## config.mk

```make
export PLATFORM = sky130hd
export DESIGN_NAME = point_polygon_signed_distance
export DESIGN_NICKNAME = d
export VERILOG_FILES = /design/src/sv/pps_pkg.sv /design/src/sv/point_polygon_signed_distance.sv
export SDC_FILE = /design/constraint.sdc
export NUM_CORES = 2
export LEC_CHECK = 0
export ABC_AREA = 1
export BUFFER_PORTS_ARGS = -buffer_cell sky130_fd_sc_hd__buf_2
export CAP_MARGIN = 20
export CORE_MARGIN = 2
export CORE_UTILIZATION = 35
export CTS_CLUSTER_DIAMETER = 200
export CTS_CLUSTER_SIZE = 28
export DETAILED_ROUTE_END_ITERATION = 12
export HOLD_SLACK_MARGIN = 0.02
export SYNTH_ARGS = -nofsm -noshare
export SYNTH_HDL_FRONTEND = slang
export SYNTH_SLANG_ARGS = --single-unit
```

## constraint.sdc

```tcl
create_clock -name clk -period 16.5 [get_ports clk]
set_input_delay 0.825 -clock clk [delete_from_list [all_inputs] [get_ports clk]]
set_output_delay 0.825 -clock clk [all_outputs]
set_load 0.03 [all_outputs]
```

## src/sv/pps_pkg.sv

```systemverilog
// Shared widths, request and response types and sequencer states for the signed distance block.
`timescale 1ns / 1ps

package pps_pkg;

  // Coordinate format: signed, fixed by the request fields
  localparam int COORD_BITS = 24;

  // Derived widths
  localparam int OP_W   = COORD_BITS + 1;       // coordinate differences
  localparam int ACC_W  = 2 * COORD_BITS + 2;   // products, squared distances
  localparam int MAG_W  = 2 * COORD_BITS + 1;   // |cross product|, edge length squared
  localparam int PR_W   = 2 * MAG_W + 1;        // cross product squared, divider shifter
  localparam int QUO_W  = MAG_W + 1;            // quotient bits
  localparam int ROOT_W = COORD_BITS + 1;       // square root
  localparam int SREM_W = COORD_BITS + 2;       // square root partial remainder
  localparam int OUT_W  = COORD_BITS + 2;       // signed distance
  localparam int CNT_W  = $clog2(ACC_W);

  // Squared distance standing for infinity
  localparam logic [ACC_W-1:0] DIST_INF = '1;

  typedef struct packed {
    logic signed [COORD_BITS-1:0] query_x;
    logic signed [COORD_BITS-1:0] query_y;
    logic signed [COORD_BITS-1:0] edge_ax;
    logic signed [COORD_BITS-1:0] edge_ay;
    logic signed [COORD_BITS-1:0] edge_bx;
    logic signed [COORD_BITS-1:0] edge_by;
    logic                         last_edge;
  } pps_req_t;

  typedef struct packed {
    logic signed [OUT_W-1:0] signed_distance;
    logic                    is_inside;
  } pps_rsp_t;

  typedef enum logic [3:0] {
    PPS_IDLE,
    PPS_LOAD,
    PPS_PROD,
    PPS_DECIDE,
    PPS_SQR,
    PPS_DIV,
    PPS_MERGE,
    PPS_ROOT,
    PPS_PUSH
  } pps_state_t;

endpackage

```

## src/sv/point_polygon_signed_distance.sv

```systemverilog
// Signed distance from a query point to a polygon outline, one edge per request.
`timescale 1ns / 1ps

// Usage
//   Request channel (req_valid / req_stall / req_data): one request per polygon edge, carrying the query
//   point, the edge end points and a last-edge mark. The user must send every ring's closing edge
//   as a request of its own; the block does not enforce it. req_stall is high while an edge is being worked on.
//   Response channel (rsp_valid / rsp_stall / rsp_data): one response per polygon, after the
//   request marked last_edge. It holds the floor square root of the least squared distance,
//   positive inside and negative outside by the even-odd rule, and the inside bit.
//   Processing (COORD_BITS = 24): each edge runs through the bit-serial product lanes in two
//   rounds of 25 bits. When the point projects inside the edge, the bit-serial squaring of the
//   cross product and the radix-2 divider follow. The last edge adds the square root and the
//   load of the response register. A new edge is taken only after the last one is through.
//   The response register frees the engine: a waiting response stalled by rsp_stall holds
//   steady, and the following polygon's edges are taken meanwhile; only the next response
//   waits for it to go.
//   Reset (rst, synchronous) clears the inside bit, sets the least distance to infinity and
//   drops rsp_valid.
module point_polygon_signed_distance
  import pps_pkg::*;
(
  input  logic     clk,
  input  logic     rst,
  input  logic     req_valid,
  output logic     req_stall,
  input  pps_req_t req_data,
  output logic     rsp_valid,
  input  logic     rsp_stall,
  output pps_rsp_t rsp_data
);

  localparam int LANES    = 5;
  localparam int LANE_DOT = 0;  // (P-A).d
  localparam int LANE_LEN = 1;  // |d|^2
  localparam int LANE_CR  = 2;  // (P-A) x d
  localparam int LANE_RR  = 3;  // |P-A|^2
  localparam int LANE_EE  = 4;  // |P-B|^2

  localparam logic [CNT_W-1:0] ROUND_LAST = CNT_W'(OP_W - 1);
  localparam logic [CNT_W-1:0] PROD_LAST  = CNT_W'(2 * OP_W - 1);
  localparam logic [CNT_W-1:0] SQR_LAST   = CNT_W'(MAG_W - 1);
  localparam logic [CNT_W-1:0] DIV_LAST   = CNT_W'(QUO_W - 1);
  localparam logic [CNT_W-1:0] ROOT_LAST  = CNT_W'(ROOT_W - 1);

  pps_state_t state, state_next;
  logic [CNT_W-1:0] cnt;

  // Edge registers
  logic signed [OP_W-1:0] dx, dy, rx, ry, ex, ey;
  logic straddle;
  logic last;

  // Product lanes
  logic signed [ACC_W-1:0] lane_acc [LANES];
  logic signed [ACC_W-1:0] lane_mc  [LANES];
  logic signed [OP_W-1:0]  lane_mp  [LANES];
  logic                    lane_neg [LANES];
  logic signed [OP_W-1:0]  op_mc    [LANES];
  logic signed [OP_W-1:0]  op_mp    [LANES];
  logic                    op_neg   [LANES];
  logic signed [ACC_W-1:0] delta    [LANES];
  logic round_end, second_round;

  // Decision
  logic signed [ACC_W-1:0] dot, cr;
  logic [MAG_W-1:0] len2;
  logic [MAG_W-1:0] cr_mag, mag_cr;
  logic dot_le0, dot_ge, near_a, use_div_now, crosses;
  logic use_div;
  logic [ACC_W-1:0] cand, cand_sel, least_min;

  // Serial square and divider share one shifter
  logic [PR_W-1:0]  pr;
  logic [MAG_W+1:0] sq_sum;
  logic [MAG_W:0]   dv_t, dv_d;
  logic             dv_ge;

  // Square root
  logic [ACC_W-1:0]  sqv;
  logic [SREM_W-1:0] srem;
  logic [ROOT_W-1:0] root;
  logic [SREM_W+1:0] rt_t, rt_trial, rt_d;
  logic              rt_ge;

  logic parity, res_inside;
  logic [ACC_W-1:0] least;
  logic rsp_load;

  // Lane operands: first round on dx-side pairs, second on dy-side pairs
  assign second_round = (state == PPS_PROD);
  assign round_end    = (cnt == ROUND_LAST) || (cnt == PROD_LAST);

  always_comb begin
    if (second_round) begin
      op_mc[LANE_DOT] = ry;  op_mp[LANE_DOT] = dy;  op_neg[LANE_DOT] = 1'b0;
      op_mc[LANE_LEN] = dy;  op_mp[LANE_LEN] = dy;  op_neg[LANE_LEN] = 1'b0;
      op_mc[LANE_CR]  = ry;  op_mp[LANE_CR]  = dx;  op_neg[LANE_CR]  = 1'b1;
      op_mc[LANE_RR]  = ry;  op_mp[LANE_RR]  = ry;  op_neg[LANE_RR]  = 1'b0;
      op_mc[LANE_EE]  = ey;  op_mp[LANE_EE]  = ey;  op_neg[LANE_EE]  = 1'b0;
    end else begin
      op_mc[LANE_DOT] = rx;  op_mp[LANE_DOT] = dx;  op_neg[LANE_DOT] = 1'b0;
      op_mc[LANE_LEN] = dx;  op_mp[LANE_LEN] = dx;  op_neg[LANE_LEN] = 1'b0;
      op_mc[LANE_CR]  = rx;  op_mp[LANE_CR]  = dy;  op_neg[LANE_CR]  = 1'b0;
      op_mc[LANE_RR]  = rx;  op_mp[LANE_RR]  = rx;  op_neg[LANE_RR]  = 1'b0;
      op_mc[LANE_EE]  = ex;  op_mp[LANE_EE]  = ex;  op_neg[LANE_EE]  = 1'b0;
    end
  end

  // Shift-add step per lane; the sign bit of the serial operand has negative weight
  always_comb begin
    for (int l = 0; l < LANES; l++) begin
      if (!lane_mp[l][0]) begin
        delta[l] = '0;
      end else if (lane_neg[l] ^ round_end) begin
        delta[l] = -lane_mc[l];
      end else begin
        delta[l] = lane_mc[l];
      end
    end
  end

  // Segment case and crossing decision
  assign dot  = lane_acc[LANE_DOT];
  assign cr   = lane_acc[LANE_CR];
  assign len2 = lane_acc[LANE_LEN][MAG_W-1:0];

  always_comb begin
    cr_mag  = cr[ACC_W-1] ? MAG_W'(-cr) : cr[MAG_W-1:0];
    // a degenerate edge gives dot = 0 and lands here too
    dot_le0 = dot[ACC_W-1] || (dot == '0);
    dot_ge  = !dot[ACC_W-1] && ($unsigned(dot) >= ACC_W'(len2));
    near_a  = dot_le0;
    use_div_now = !dot_le0 && !dot_ge;
    // edge goes upward: crossing when the cross product is negative, else positive
    if (dy[OP_W-1]) begin
      crosses = straddle && !cr[ACC_W-1] && (cr != '0);
    end else begin
      crosses = straddle && cr[ACC_W-1];
    end
  end

  // Serial squaring step and restoring division step
  always_comb begin
    sq_sum = {1'b0, pr[PR_W-1:MAG_W]} + (pr[0] ? (MAG_W+2)'(mag_cr) : '0);
    dv_t   = {pr[PR_W-1:QUO_W], pr[QUO_W-1]};
    dv_ge  = dv_t >= (MAG_W+1)'(len2);
    dv_d   = dv_t - (MAG_W+1)'(len2);
  end

  // Minimum update
  assign cand_sel  = use_div ? pr[QUO_W-1:0] : cand;
  assign least_min = (cand_sel < least) ? cand_sel : least;

  // Square root digit step
  always_comb begin
    rt_t     = {srem, sqv[ACC_W-1 -: 2]};
    rt_trial = (SREM_W+2)'({root, 2'b01});
    rt_ge    = rt_t >= rt_trial;
    rt_d     = rt_t - rt_trial;
  end

  // Next state
  always_comb begin
    state_next = state;
    case (state)
      PPS_IDLE:   if (req_valid) state_next = PPS_LOAD;
      PPS_LOAD:   state_next = PPS_PROD;
      PPS_PROD:   if (cnt == PROD_LAST) state_next = PPS_DECIDE;
      PPS_DECIDE: state_next = use_div_now ? PPS_SQR : PPS_MERGE;
      PPS_SQR:    if (cnt == SQR_LAST) state_next = PPS_DIV;
      PPS_DIV:    if (cnt == DIV_LAST) state_next = PPS_MERGE;
      PPS_MERGE:  state_next = last ? PPS_ROOT : PPS_IDLE;
      PPS_ROOT:   if (cnt == ROOT_LAST) state_next = PPS_PUSH;
      PPS_PUSH:   if (rsp_load) state_next = PPS_IDLE;
      default:    state_next = PPS_IDLE;
    endcase
  end

  // Handshake outputs
  always_comb begin
    req_stall = (state != PPS_IDLE);
    rsp_load  = (state == PPS_PUSH) && (!rsp_valid || !rsp_stall);
  end

  // Control registers
  always_ff @(posedge clk) begin
    if (rst) begin
      state     <= PPS_IDLE;
      cnt       <= '0;
      rsp_valid <= 1'b0;
    end else begin
      state <= state_next;
      cnt   <= (state_next != state) ? '0 : cnt + CNT_W'(1);
      if (rsp_load) begin
        rsp_valid <= 1'b1;
      end else if (!rsp_stall) begin
        rsp_valid <= 1'b0;
      end
    end
  end

  // Polygon state: inside bit and least squared distance
  always_ff @(posedge clk) begin
    if (rst) begin
      parity <= 1'b0;
      least  <= DIST_INF;
    end else if (state == PPS_DECIDE) begin
      if (crosses) parity <= !parity;
    end else if (state == PPS_MERGE) begin
      if (last) begin
        parity <= 1'b0;
        least  <= DIST_INF;
      end else begin
        least <= least_min;
      end
    end
  end

  // Datapath
  always_ff @(posedge clk) begin
    case (state)
      PPS_IDLE: begin
        dx <= OP_W'(req_data.edge_bx) - OP_W'(req_data.edge_ax);
        dy <= OP_W'(req_data.edge_by) - OP_W'(req_data.edge_ay);
        rx <= OP_W'(req_data.query_x) - OP_W'(req_data.edge_ax);
        ry <= OP_W'(req_data.query_y) - OP_W'(req_data.edge_ay);
        ex <= OP_W'(req_data.query_x) - OP_W'(req_data.edge_bx);
        ey <= OP_W'(req_data.query_y) - OP_W'(req_data.edge_by);
        straddle <= (req_data.edge_ay > req_data.query_y) !=
                    (req_data.edge_by > req_data.query_y);
        last <= req_data.last_edge;
      end
      PPS_LOAD: begin
        for (int l = 0; l < LANES; l++) begin
          lane_acc[l] <= '0;
          lane_mc[l]  <= ACC_W'(op_mc[l]);
          lane_mp[l]  <= op_mp[l];
          lane_neg[l] <= op_neg[l];
        end
      end
      PPS_PROD: begin
        for (int l = 0; l < LANES; l++) begin
          lane_acc[l] <= lane_acc[l] + delta[l];
          if (cnt == ROUND_LAST) begin
            lane_mc[l]  <= ACC_W'(op_mc[l]);
            lane_mp[l]  <= op_mp[l];
            lane_neg[l] <= op_neg[l];
          end else begin
            lane_mc[l] <= lane_mc[l] <<< 1;
            lane_mp[l] <= lane_mp[l] >>> 1;
          end
        end
      end
      PPS_DECIDE: begin
        cand    <= near_a ? $unsigned(lane_acc[LANE_RR]) : $unsigned(lane_acc[LANE_EE]);
        use_div <= use_div_now;
        mag_cr  <= cr_mag;
        pr      <= PR_W'(cr_mag);
      end
      PPS_SQR: begin
        pr <= {sq_sum, pr[MAG_W-1:1]};
      end
      PPS_DIV: begin
        pr <= {(dv_ge ? dv_d[MAG_W-1:0] : dv_t[MAG_W-1:0]), pr[QUO_W-2:0], dv_ge};
      end
      PPS_MERGE: begin
        sqv        <= least_min;
        srem       <= '0;
        root       <= '0;
        res_inside <= parity;
      end
      PPS_ROOT: begin
        sqv  <= {sqv[ACC_W-3:0], 2'b00};
        srem <= rt_ge ? rt_d[SREM_W-1:0] : rt_t[SREM_W-1:0];
        root <= {root[ROOT_W-2:0], rt_ge};
      end
      PPS_PUSH: begin
        if (rsp_load) begin
          rsp_data.signed_distance <= res_inside ? $signed({1'b0, root})
                                                 : -$signed({1'b0, root});
          rsp_data.is_inside       <= res_inside;
        end
      end
      default: begin
      end
    endcase
  end

  // Polygon state is cleared once the last edge has been merged
  a_root_clears_state: assert property (@(posedge clk) disable iff (rst)
    (state == PPS_ROOT) |-> ((least == DIST_INF) && !parity))
    else $error("polygon state not cleared during square root");

  // Divider remainder stays below the edge length squared
  a_div_rem_bound: assert property (@(posedge clk) disable iff (rst)
    (state == PPS_DIV) |-> (pr[PR_W-1:QUO_W] < len2))
    else $error("divider remainder out of range");

  // A response appears only from the push state
  a_rsp_from_push: assert property (@(posedge clk) disable iff (rst)
    $rose(rsp_valid) |-> ($past(state) == PPS_PUSH))
    else $error("response raised outside push state");

  // No request is taken while an edge is in progress
  a_one_edge: assert property (@(posedge clk) disable iff (rst)
    (state != PPS_IDLE) |-> req_stall)
    else $error("request accepted while busy");

endmodule

```

==> impl_results.rst <==
.. list-table::
   :header-rows: 1

   * - Metric
     - Value
   * - Antenna violations before repair
     - 14
   * - Detailed route wirelength on metal2
     - 142000 um
   * - Cell taking the most area after synthesis
     - edfxtp_1
   * - Layout cell share with drive strength beyond 1
     - 0.0344
   * - Setup crit start
     - cnt[0]$_SDFF_PP0_
   * - Post-DR vias/cell
     - about 5.4
   * - Max H-tree Level
     - 2
   * - Final setup violation count
     - 0
   * - Final hold viol count
     - 0
   * - Crit Path Max Fanout
     - around 90
   * - Post-layout util
     - 0.374
   * - Nets@finish
     - ~13000
   * - Count of port buffers added during placement
     - around 180
   * - Synth area leaders
     - edfxtp_1 34%, nand2_1 13%, ha_1 9.0%, inv_1 7.0%, nor2_1 6.5%
   * - Via count of the first global-routing pass
     - around 76000
   * - Detailed-route via count
     - between 80000 and 90000
   * - Critical Path Sink Type
     - flip-flop
   * - Max Clk Rate
     - about 0.17 GHz
   * - Routability congestion estimate
     - approximately 1.0
   * - # Post-CTS Setup Buffers
     - 0
   * - Placed Cells
     - 15300
   * - Crit Reg-Reg Startpoint
     - cnt[0]$_SDFF_PP0_
   * - Average cell area after synthesis
     - about 7.1 sq um
   * - Cell area after layout
     - between 90000 and 100000 sq um
   * - Sequential share of power
     - 0.433
   * - Clk sinks
     - 1041
   * - Number of cells upsized or downsized after cts
     - 0
   * - TritonCTS clock tree
     - done
   * - Initial standard-cell utilization of the core
     - 0.351
   * - Final setup slack of the worst path
     - between 10 and 15 ns
   * - Switching Power
     - between 3 and 4 mW
   * - Number of warnings issued by yosys
     - 0
   * - Number of non-filler instances in the completed layout
     - 15300
   * - Number of instances in the synthesized netlist
     - around 12000
   * - DRC
     - 0
   * - Number of flops mapped to enable cells by yosys
     - slightly below 1000
   * - Clock network power share
     - 0.169
   * - Post-synth ARST share
     - 0
   * - Area overhead of the layout relative to synthesis
     - 6.52%
   * - Startpoint class of the critical path
     - flip-flop
   * - Setup repair after global routing missed its margin
     - no
   * - First-pass GRT wire length
     - 483000 um
   * - Nets in the synthesized netlist
     - 12900
   * - Reg2Reg Capture Point
     - lane_acc[0][47]$_SDFFCE_PN0P_
   * - Residual overflow from global routing
     - 0
   * - Worst setup path endpoint
     - lane_acc[0][47]$_SDFFCE_PN0P_
   * - Max-slew headroom
     - 0.181
   * - Clock tree buffer depth
     - 3
   * - Core Footprint
     - ~250000 sq um
   * - Register-to-register setup slack
     - about 11 ns
   * - Routed length per placed instance
     - ~21 um
   * - Leading cell types by count after synthesis
     - 2876 x nand2_1, 1616 x inv_1, 1496 x nor2_1
   * - Net switching fraction of the power
     - 0.426
   * - Top metal layer carrying routed signals
     - met5
   * - Rows
     - ~180
   * - Combinational power share
     - 0.398
   * - Post-Place Setup Slack
     - roughly 11 ns
   * - Die width
     - between 500 and 600 um
   * - Count leader, synth
     - nand2_1
   * - Cell depth of the worst flop-to-flop path
     - 20
   * - Post-DP Area
     - 90500 sq um
   * - Slew Viols, Final
     - 0
   * - Worst Max-Slew Pin Slew
     - ~1.2 ns
   * - Maximum resistive drop on vdd
     - about 0.000078 V
   * - Setup total negative slack
     - 0 ns
   * - Count of hold-fix buffers inserted at cts
     - 0
   * - Detail Route met3 WL
     - around 23000 um
   * - Tmin final
     - approximately 5.9 ns
   * - Worst EP arrival
     - about 6.4 ns
   * - Cell at the root of the clock tree
     - clkbuf_16
   * - Worst Path Class, Setup
     - reg2reg
   * - Number of distinct library cells after synthesis
     - 61
   * - CTS clock-pin slew for the worst setup and hold paths
     - approximately 0.12 ns
   * - Synth Register Bits
     - 1041
   * - Hold Crit Class
     - in2reg
   * - Final hold slack
     - slightly above 0.3 ns
   * - Global Route Usage Sum
     - 0.253
   * - Power density normalized to cell area
     - just over 90 nW/um^2
   * - Starting DRT DRC Count
     - 8765
   * - Die Ht
     - 500 um
   * - Largest net degree at the start of global routing
     - 157
   * - Leading register cell type out of synthesis
     - edfxtp_1
   * - Number of nets still failing antenna checks after routing
     - 0
   * - Final clock period utilization by the worst path
     - 0.359
   * - Area of the mapped netlist
     - 86100 sq um
   * - Post-route clock skew
     - ~0.045 ns
   * - Internal power summed over all cells
     - around 4.8 mW
   * - Share of synthesized area occupied by flip-flops and latches
     - 0.356
   * - Boundary pin count
     - 178
   * - WL met1
     - roughly 150000 um
   * - Run status
     - finished, final reports clean
   * - Wirelength, routed
     - around 330000 um
   * - Die Outline Area
     - approximately 250000 sq um
   * - Overall power of the completed layout
     - approximately 8.3 mW
   * - Max cap viols
     - 0
   * - Leakage power of the design
     - between 30 and 40 nW
   * - Pre-antenna DRT Iters
     - 6
   * - Proportion of netlist area held by the largest area contributor
     - 0.341
   * - Clock insertion delay at the later pin of the skew report
     - between 0.7 and 0.8 ns
   * - Worst EP required
     - 16.98 ns
   * - Detailed-placement wirelength estimate
     - 266000 um
   * - TritonCTS buffer count
     - 43
## critical path: stages (launching register included)
cell and delay (ns):
dfxtp_1 0.44, inv_1 0.07, ha_1 0.21, nand3_1 0.08, buf_4 0.23, nand2_8 0.35, inv_2 0.60, buf_4 0.64
nand2_1 0.09, o21ai_0 0.14, nor2_1 0.13, ha_1 0.42, nand2_1 0.06, o21ai_0 0.68, a21oi_1 0.30, o21ai_0 0.69
nand3_1 0.15, nand3_1 0.13, nand2_1 0.06, nand2_1 0.06, nor2_1 0.05
## cell families (layout without fill, tap and decap cells)
| family | count (synthesis) | in the layout | synth area share |
|---|---|---|---|
| AO/OA/AOI/OAI | 2565 | 2565 | 0.162 |
| XOR/XNOR | 300 | 300 | 0.0305 |
| adder cells (fa/ha/maj) | 634 | 634 | 0.0932 |
| buffers and inverters | 1902 | 1936 | 0.0841 |
| flip-flops | 1041 | 1041 | 0.356 |
| multiplexers | 49 | 49 | 0.00639 |
| other | 0 | 7 | 0 |
| AND/OR/NAND/NOR | 5592 | 5592 | 0.268 |
## placed cells by master, fill, tap and decap left out, drive strengths merged, types with 11 or more instances in the layout
cell type | synthesis | layout
a22oi | 35 | 35
or2 | 22 | 22
o22ai | 29 | 29
a21o | 76 | 76
a21boi | 16 | 16
dfxtp | 63 | 63
buf | 89 | 234
a31oi | 38 | 38
fa | 13 | 13
and2 | 11 | 11
inv | 1629 | 1630
nor4 | 52 | 52
nor3 | 195 | 195
o21a | 62 | 62
o221ai | 39 | 39
o211ai | 39 | 39
o21bai | 75 | 75
xor2 | 223 | 223
nor3b | 11 | 11
nor2 | 1509 | 1509
nand3b | 20 | 20
nand2 | 2883 | 2883
edfxtp | 978 | 978
mux2 | 48 | 48
xnor2 | 77 | 77
nand4 | 190 | 190
a21oi | 1122 | 1122
o21ai | 986 | 986
a211oi | 33 | 33
clkbuf | 181 | 66
ha | 621 | 621
nand3 | 696 | 696
## cell type report
class,count,area (sq um)
sequential,1041,30600
antenna,7,17.5
timing repair buffer,234,1370
inverter,1632,6140
clock inverter,4,42.5
fill,26400,154000
tap,3220,4030
clock buffer,66,1160
multi-input combinational,9140,48300
## routing by layer
layer | global-route usage | up-vias
met3 | 0.0255 | 390
li1 | - | 40700
met1 | 0.365 | 38600
met4 | 0.0816 | 12
met5 | 0 | -
met2 | 0.393 | 3066
## flip-flops by register name, indices dropped and copies added, names as in the netlist, 4 cells and up
signal and cells:
cand 50, pr 99, ey 25, rsp_data 27, sqv 50, ry 25, ex 25, dx 25
least 50, rx 25, mag_cr 49, state 4, lane_mp 100, srem 26, root 25, dy 25
cnt 6, lane_acc 249, lane_mc 149
## worst min path at each step
| stage | endpoint | slack (ns) | cells past startpoint | start |
|---|---|---|---|---|
| 6_report | last$_DFFE_PP_ | 0.31 | 1 | req_data[0] |
| 4_1_cts | last$_DFFE_PP_ | 0.26 | 1 | req_data[0] |
| 5_1_grt | last$_DFFE_PP_ | 0.29 | 1 | req_data[0] |
| 3_5_place_dp | rsp_data[1]$_DFFE_PP_ | 0.44 | 0 | root[0]$_SDFFCE_PN0P_ |
| 2_1_floorplan | rsp_data[1]$_DFFE_PP_ | 0.43 | 0 | root[0]$_SDFFCE_PN0P_ |
| 3_3_place_gp | rsp_data[1]$_DFFE_PP_ | 0.44 | 0 | root[0]$_SDFFCE_PN0P_ |
## power groups by stage
| stage | Clock (mW) | Combinational (mW) | Sequential, mW |
|---|---|---|---|
| floorplan | 0 | 2.15 | 3.62 |
| global placement | 0 | 3.24 | 3.66 |
| detailed placement | 0 | 3.24 | 3.66 |
| CTS | 1.45 | 3.25 | 3.60 |
| global route | 1.51 | 3.65 | 3.63 |
| finish | 1.41 | 3.31 | 3.60 |
(Power assumes the default switching activity.)
